`config.mk`:
```
export PLATFORM = sky130hd
export DESIGN_NAME = rarm_ctrl
export DESIGN_NICKNAME = d
export VERILOG_FILES = /design/src/rarm_pkg.sv /design/src/rarm_ctrl.sv
export SDC_FILE = /design/constraint.sdc
export NUM_CORES = 1
export LEC_CHECK = 0
export BUFFER_PORTS_ARGS = -buffer_cell sky130_fd_sc_hd__buf_2
export CAP_MARGIN = 20
export CORE_MARGIN = 2
export CORE_UTILIZATION = 38
export CTS_CLUSTER_SIZE = 16
export DETAILED_ROUTE_END_ITERATION = 12
export PLACE_DENSITY = 0.82
export RECOVER_POWER = 100
export SLEW_MARGIN = 0
export SYNTH_ARGS = -nofsm -noshare
export SYNTH_HDL_FRONTEND = slang
export SYNTH_SLANG_ARGS = --single-unit
```
`constraint.sdc`:
```
create_clock -name clk -period 1.6 [get_ports clk]
set_input_delay 0.16 -clock clk [delete_from_list [all_inputs] [get_ports clk]]
set_output_delay 0.16 -clock clk [all_outputs]
set_load 0.1 [all_outputs]
```
`src/rarm_pkg.sv`:
```
// Package with shared constants, controller states and the command and status structs.
`default_nettype none
package rarm_pkg;

  // Default sizes and the fixed field widths of the ports.
  localparam int NUM_ELEMENTS_DEF = 1024;
  localparam int VALUE_WIDTH_DEF  = 48;
  localparam int IDX_W            = 11;
  localparam int DELTA_W          = 32;
  localparam int OUT_W            = 47;
  localparam int SIZE_RESET       = 1024;

  // Request modes.
  localparam logic MODE_ADD   = 1'b0;
  localparam logic MODE_QUERY = 1'b1;

  // Stack frame phases.
  localparam logic PHASE_LEFT  = 1'b0;
  localparam logic PHASE_RIGHT = 1'b1;

  typedef enum logic [3:0] {
    ST_CLEAR,
    ST_IDLE,
    ST_VISIT,
    ST_LOAD,
    ST_APPLY1,
    ST_APPLY2,
    ST_APPLY3,
    ST_DECIDE,
    ST_RETURN,
    ST_DONE
  } state_t;

  // Commands from the controller to the datapath.
  typedef struct packed {
    logic cfg_wr;
    logic clr_step;
    logic accept;
    logic visit_rd;
    logic load;
    logic amt_v;
    logic apply1;
    logic apply2;
    logic apply3;
    logic acc_upd;
    logic ret_nm;
    logic ret_zero;
    logic descend;
    logic ret_right;
    logic ret_up;
    logic emit;
    logic in_ready;
    logic cfg_ready;
  } cmd_t;

  // Status from the datapath to the controller.
  typedef struct packed {
    logic is_query;
    logic disjoint;
    logic full;
    logic has_child;
    logic tn_child;
    logic amt_zero;
    logic sp_zero;
    logic top_phase;
    logic clr_last;
    logic out_free;
  } status_t;

endpackage
`default_nettype wire

```
`src/rarm_ctrl.sv`:
```
// Controller state machine that sequences the tree walk, node pushes and clearing pass.
`default_nettype none
module rarm_ctrl (
  input  wire logic              clk,
  input  wire logic              rst,
  input  wire logic              in_valid,
  input  wire logic              cfg_valid,
  input  wire rarm_pkg::status_t status,
  output rarm_pkg::cmd_t         cmd
);
  import rarm_pkg::*;

  state_t state;
  state_t state_next;
  logic   second;
  logic   second_next;
  logic   in_ready;
  logic   cfg_ready;
  logic   in_acc;
  logic   cfg_acc;

  assign in_ready  = (state == ST_IDLE) && !cfg_valid;
  assign cfg_ready = (state == ST_IDLE) || (state == ST_CLEAR);
  assign in_acc    = in_valid && in_ready;
  assign cfg_acc   = cfg_valid && cfg_ready;

  // State registers.
  always_ff @(posedge clk) begin
    if (rst) begin
      state  <= ST_CLEAR;
      second <= 1'b0;
    end else begin
      state  <= state_next;
      second <= second_next;
    end
  end

  // Next state.
  always_comb begin
    state_next  = state;
    second_next = second;
    case (state)
      ST_CLEAR: begin
        if (!cfg_acc && status.clr_last) begin
          state_next = ST_IDLE;
        end
      end
      ST_IDLE: begin
        if (cfg_acc) begin
          state_next = ST_CLEAR;
        end else if (in_acc) begin
          state_next = ST_VISIT;
        end
      end
      ST_VISIT: begin
        second_next = 1'b0;
        if (status.is_query && status.disjoint) begin
          state_next = ST_RETURN;
        end else begin
          state_next = ST_LOAD;
        end
      end
      ST_LOAD: begin
        state_next = ST_APPLY1;
      end
      ST_APPLY1: begin
        if (status.amt_zero || !status.has_child) begin
          state_next = ST_DECIDE;
        end else begin
          state_next = ST_APPLY2;
        end
      end
      ST_APPLY2: begin
        state_next = ST_APPLY3;
      end
      ST_APPLY3: begin
        state_next = ST_DECIDE;
      end
      ST_DECIDE: begin
        if (status.is_query) begin
          if (!status.full && status.tn_child) begin
            state_next = ST_VISIT;
          end else begin
            state_next = ST_RETURN;
          end
        end else if (status.disjoint) begin
          state_next = ST_RETURN;
        end else if (status.full) begin
          if (!second) begin
            second_next = 1'b1;
            state_next  = ST_APPLY1;
          end else begin
            state_next = ST_RETURN;
          end
        end else if (status.tn_child) begin
          state_next = ST_VISIT;
        end else begin
          state_next = ST_RETURN;
        end
      end
      ST_RETURN: begin
        if (status.sp_zero) begin
          state_next = ST_DONE;
        end else if (status.top_phase == PHASE_LEFT) begin
          state_next = ST_VISIT;
        end
      end
      ST_DONE: begin
        if (status.out_free) begin
          state_next = ST_IDLE;
        end
      end
      default: begin
        state_next = ST_CLEAR;
      end
    endcase
  end

  // Command outputs.
  always_comb begin
    cmd.in_ready  = in_ready;
    cmd.cfg_ready = cfg_ready;
    cmd.cfg_wr    = cfg_acc;
    cmd.clr_step  = 1'b0;
    cmd.accept    = 1'b0;
    cmd.visit_rd  = 1'b0;
    cmd.load      = 1'b0;
    cmd.amt_v     = 1'b0;
    cmd.apply1    = 1'b0;
    cmd.apply2    = 1'b0;
    cmd.apply3    = 1'b0;
    cmd.acc_upd   = 1'b0;
    cmd.ret_nm    = 1'b0;
    cmd.ret_zero  = 1'b0;
    cmd.descend   = 1'b0;
    cmd.ret_right = 1'b0;
    cmd.ret_up    = 1'b0;
    cmd.emit      = 1'b0;
    case (state)
      ST_CLEAR: begin
        cmd.clr_step = !cfg_acc;
      end
      ST_IDLE: begin
        cmd.accept = in_acc && !cfg_acc;
      end
      ST_VISIT: begin
        if (status.is_query && status.disjoint) begin
          cmd.ret_zero = 1'b1;
        end else begin
          cmd.visit_rd = 1'b1;
        end
      end
      ST_LOAD: begin
        cmd.load = 1'b1;
      end
      ST_APPLY1: begin
        cmd.apply1 = !status.amt_zero;
      end
      ST_APPLY2: begin
        cmd.apply2 = 1'b1;
      end
      ST_APPLY3: begin
        cmd.apply3 = 1'b1;
      end
      ST_DECIDE: begin
        if (status.is_query) begin
          if (status.full) begin
            cmd.acc_upd = 1'b1;
          end else if (status.tn_child) begin
            cmd.descend = 1'b1;
          end
        end else if (status.disjoint) begin
          cmd.ret_nm = 1'b1;
        end else if (status.full) begin
          if (!second) begin
            cmd.amt_v = 1'b1;
          end else begin
            cmd.ret_nm = 1'b1;
          end
        end else if (status.tn_child) begin
          cmd.descend = 1'b1;
        end else begin
          cmd.ret_nm = 1'b1;
        end
      end
      ST_RETURN: begin
        if (!status.sp_zero) begin
          if (status.top_phase == PHASE_LEFT) begin
            cmd.ret_right = 1'b1;
          end else begin
            cmd.ret_up = 1'b1;
          end
        end
      end
      ST_DONE: begin
        cmd.emit = status.out_free;
      end
      default: begin
      end
    endcase
  end

endmodule
`default_nettype wire

```
==> impl_metrics.env, run 1 <==
export IMPL_ctsResizeCount=39
export IMPL_async_flop_share_pct=0
export IMPL_syn_area_sq_um=564
export IMPL_dp_final_hpwl_um=2230
export IMPL_start_util_pct=41.8
export IMPL_avgSynthCellArea_sq_um=6.80
export IMPL_synth_compound_area_share_pct=17.5
export IMPL_die_x_um=42.5
export IMPL_synthSimpleGateAreaFrac_pct=50.1
export IMPL_htreeDepth=1
export IMPL_num_rows=13
export IMPL_cts_made_buffers=3
export IMPL_haltStage="clock tree synthesis (4_1_cts)"
export IMPL_port_buffers=31
export IMPL_ys_ff_latch=5
export IMPL_die_y_um=42.5
export IMPL_hold_buffers=0
export IMPL_synthTopCellsByArea="dfxtp_1 18%, nor3_1 8.0%, nand2b_1 6.7%"
export IMPL_synth_xor_area_share_pct=1.55
export IMPL_postCtsSetupBuffers=15
export IMPL_ios=32
export IMPL_yosys_warnings=0
export IMPL_synthesis_nets=97
export IMPL_place_area_sq_um=1250
export IMPL_outcome="aborted with a tool error"
export IMPL_synth_flop_cell="dfxtp_1"
export IMPL_synth_top_cell_area_share_pct=17.7
export IMPL_place_congestion=0.844
export IMPL_root_buffer="clkbuf_4"
export IMPL_synth_edf_count=0
export IMPL_cts_num_sinks=5
export IMPL_ys_types=33
export IMPL_synthAdderAreaFrac_pct=0
export IMPL_synthCells=83
export IMPL_cts_max_path_buffers=2
export IMPL_place_ws_ns=-0.113
export IMPL_yosysSeqAreaShare_pct=17.7
export IMPL_error_message="[ERROR DPL-0038] Utilization greater than 100%, impossible to legalize"
export IMPL_yosysTopAreaCell="dfxtp_1"
export IMPL_muxShareOfSynthArea_pct=1.77
export IMPL_synth_top_family_by_area="simple AND/OR/NAND/NOR gates"
==> cell families after synthesis <==
family          count (synthesis)
simple gates                   49
compound gates                 15
buf+inv                        12
flops                           5
xor+xnor                        1
mux                             1
==> per-stage QoR <==
stage	setup TNS, ns	utilization, %	instances
after floorplan	-4.07	-	83
after global placement	-0.0304	93.0	140
after detailed placement	-0.414	93.0	140
==> synth_stat cells, types with 3 or more instances <==
master,n
o21ai_0,3
clkbuf_1,4
dfxtp_1,5
inv_1,3
nor3_1,9
nand2b_1,6
nand2_1,4
nor2_1,10
a21oi_1,4
nor4_1,3
nor2b_1,3
buf_4,3
==> inputs of run 2 (changes only) <==
--- a/config.mk
+++ b/config.mk
@@ -7,11 +7,10 @@
 export LEC_CHECK = 0
 export BUFFER_PORTS_ARGS = -buffer_cell sky130_fd_sc_hd__buf_2
 export CAP_MARGIN = 20
-export CORE_MARGIN = 2
-export CORE_UTILIZATION = 38
-export CTS_CLUSTER_SIZE = 16
+export CORE_AREA = 2 2 63 65
 export DETAILED_ROUTE_END_ITERATION = 12
-export PLACE_DENSITY = 0.82
+export DIE_AREA = 0 0 65 67
+export PLACE_DENSITY_LB_ADDON = 0.15
 export RECOVER_POWER = 100
 export SLEW_MARGIN = 0
 export SYNTH_ARGS = -nofsm -noshare
==> constraint.sdc (replaced) <==
create_clock -name clk -period 2.1 [get_ports clk]
set_input_delay 0.21 -clock clk [delete_from_list [all_inputs] [get_ports clk]]
set_output_delay 0.21 -clock clk [all_outputs]
set_load 0.1 [all_outputs]
==> run 2 against run 1 <==
The flow now finishes without violations. Synthesized cell count unchanged. Synthesized area unchanged.
==> impl_metrics.env, run 2 <==
export IMPL_outcome="complete, no violations"
export IMPL_synthCells=83
export IMPL_largest_reg_flops=4
export IMPL_overflow=0
export IMPL_yosysTopAreaCell="dfxtp_1"
export IMPL_dr_pass1_iters=4
export IMPL_syn_to_final_growth_pct=62.1
export IMPL_powerDensity_nw_per_um2=710
export IMPL_finalWorstSetupSlack_ns=0.0871
export IMPL_leakage_nw=0.362
export IMPL_hold_buffers=0
export IMPL_grt_pass1_vias=644
export IMPL_grt_max_degree=14
export IMPL_finalClockSkew_ns=0.00134
export IMPL_cts_made_buffers=3
export IMPL_htreeDepth=1
export IMPL_regMostFlops="state"
export IMPL_coreArea_sq_um=3610
export IMPL_synthTopCellsByCount="10 x nor2_1, 9 x nor3_1, 6 x nand2b_1"
export IMPL_ios=32
export IMPL_vias_per_cell=4.30
export IMPL_drv_cap=0
export IMPL_cts_num_sinks=5
export IMPL_yosysSeqAreaShare_pct=17.7
export IMPL_drive_above_1_share_pct=43.6
export IMPL_synth_top_cell_area_share_pct=17.7
export IMPL_num_rows=22
export IMPL_final_common_cell="buf_2"
export IMPL_die_area_sq_um=4360
export IMPL_die_y_um=67
export IMPL_cts_tree="done"
export IMPL_async_flop_share_pct=0
export IMPL_synthMostInstantiatedCell="nor2_1"
export IMPL_ctsResizeCount=0
export IMPL_drtIter0Drc=15
export IMPL_place_inst=154
export IMPL_nNetsFinal=125
export IMPL_ys_types=33
export IMPL_synth_top_family_by_area="simple AND/OR/NAND/NOR gates"
export IMPL_muxShareOfSynthArea_pct=1.77
export IMPL_antennaDiodeCount=0
export IMPL_place_congestion=0.710
export IMPL_arrival_ns=1.80
export IMPL_synthSimpleGateAreaFrac_pct=50.1
export IMPL_critPathMaxFanout=10
export IMPL_final_util_pct=25.4
export IMPL_synth_compound_area_share_pct=17.5
export IMPL_stdcell_count=158
export IMPL_cts_max_path_buffers=2
export IMPL_criticalPathCategory="flop to output pin"
export IMPL_fmax_ghz=0.497
export IMPL_rsz0062_at_grt="no"
export IMPL_port_buffers=31
export IMPL_synth_xor_area_share_pct=1.55
export IMPL_synthesis_nets=97
export IMPL_total_power_mw=0.649
export IMPL_avgSynthCellArea_sq_um=6.80
export IMPL_synth_flop_cell="dfxtp_1"
export IMPL_finalHoldViolCount=0
export IMPL_critPathCaptureType="output pin"
export IMPL_vdd_drop_max_mv=0.323
export IMPL_start_util_pct=15.6
export IMPL_ant_nets=0
export IMPL_grt_usage_pct=8.97
export IMPL_syn_area_sq_um=564
export IMPL_hold_path_class="input pin to flop"
export IMPL_synthAdderAreaFrac_pct=0
export IMPL_yosys_warnings=0
export IMPL_place_area_sq_um=897
export IMPL_clkTransAtPathRegs_ns=0.03
export IMPL_hold_slack_ns=0.193
export IMPL_wl_per_cell_um=11.7
export IMPL_root_buffer="clkbuf_8"
export IMPL_drt_total_wl_um=1860
export IMPL_slew_headroom_pct=64.0
export IMPL_clk_latency_ns=0.22
export IMPL_worst_setup_path_start_kind="flop"
export IMPL_antenna_found_initial=0
export IMPL_postCtsSetupBuffers=0
export IMPL_drc=0
export IMPL_stdcell_area_sq_um=915
export IMPL_reg_top3="state: 4 flops, second: 1 flops"
export IMPL_setup_violations=0
export IMPL_synthTopCellsByArea="dfxtp_1 18%, nor3_1 8.0%, nand2b_1 6.7%"
export IMPL_fin_tns_setup_ns=0
export IMPL_layout_min_cycle_time_ns=2.01
export IMPL_die_x_um=65
export IMPL_required_ns=1.89
export IMPL_vias=680
export IMPL_synth_edf_count=0
export IMPL_grt_pass1_wl_um=3010
export IMPL_final_cell_mix="14 x buf_2, 13 x clkbuf_2, 8 x nor2_1"
export IMPL_ys_ff_latch=5
export IMPL_finalCritPeriodShare_pct=95.9
export IMPL_dp_final_hpwl_um=1510
export IMPL_worst_pin_slew_ns=0.542
export IMPL_place_ws_ns=0.314
export IMPL_maxSlewViolCount=0
run 2: area by class of cell:
cell class              instances  area, sq um
inverters                       3         11.3
repair buffers                 32          201
well taps                      48         60.1
flip-flops and latches          5          101
clock buffers                   4         45.0
fillers                       405         2690
multi-input cells              66          495
run 2: cells by family after synthesis:
family,count (synthesis)
DFF,5
and+or+nand+nor,49
xor gates and xnor gates,1
AOI/OAI and AO/OA,15
muxes,1
buffers and inverters,12
run 2: metal layers:
| layer | global-route usage, % | part of all wire, % | routed length, um | up-vias |
|---|---|---|---|---|
| met5 | 0 | 0 | 0 | - |
| met4 | 0 | 0 | 0 | 0 |
| met3 | 4.39 | 6.7 | 124 | 0 |
| met2 | 14.3 | 46 | 848 | 19 |
| met1 | 11.6 | 48 | 883 | 312 |
| li1 | - | - | - | 349 |
run 2: path summary, 6_finish.rpt:
path                            slack, ns  cells after the start        to      from
worst max register to register       0.25                      4  state[1]  state[0]
worst min register to register       0.51                      2    second    second
worst max-delay path                 0.09                      3    cmd[6]  state[1]
worst min-delay path                 0.19                      2  state[3]       rst
run 2: worst max-delay path, cell delays in order, from the launching register on:
cell and delay (ns):
dfxtp_1 0.46, or2b_1 0.42, nor3_4 0.22, clkbuf_2 0.47
run 2: report_power, final:
part	internal [mW]	total [mW]	switching, mW
Combinational	0.0850	0.338	0.253
Sequential	0.108	0.138	0.0298
Clock	0.130	0.173	0.0430
Total	0.323	0.649	0.326
No activity file was read; power rests on OpenSTA's default activity.
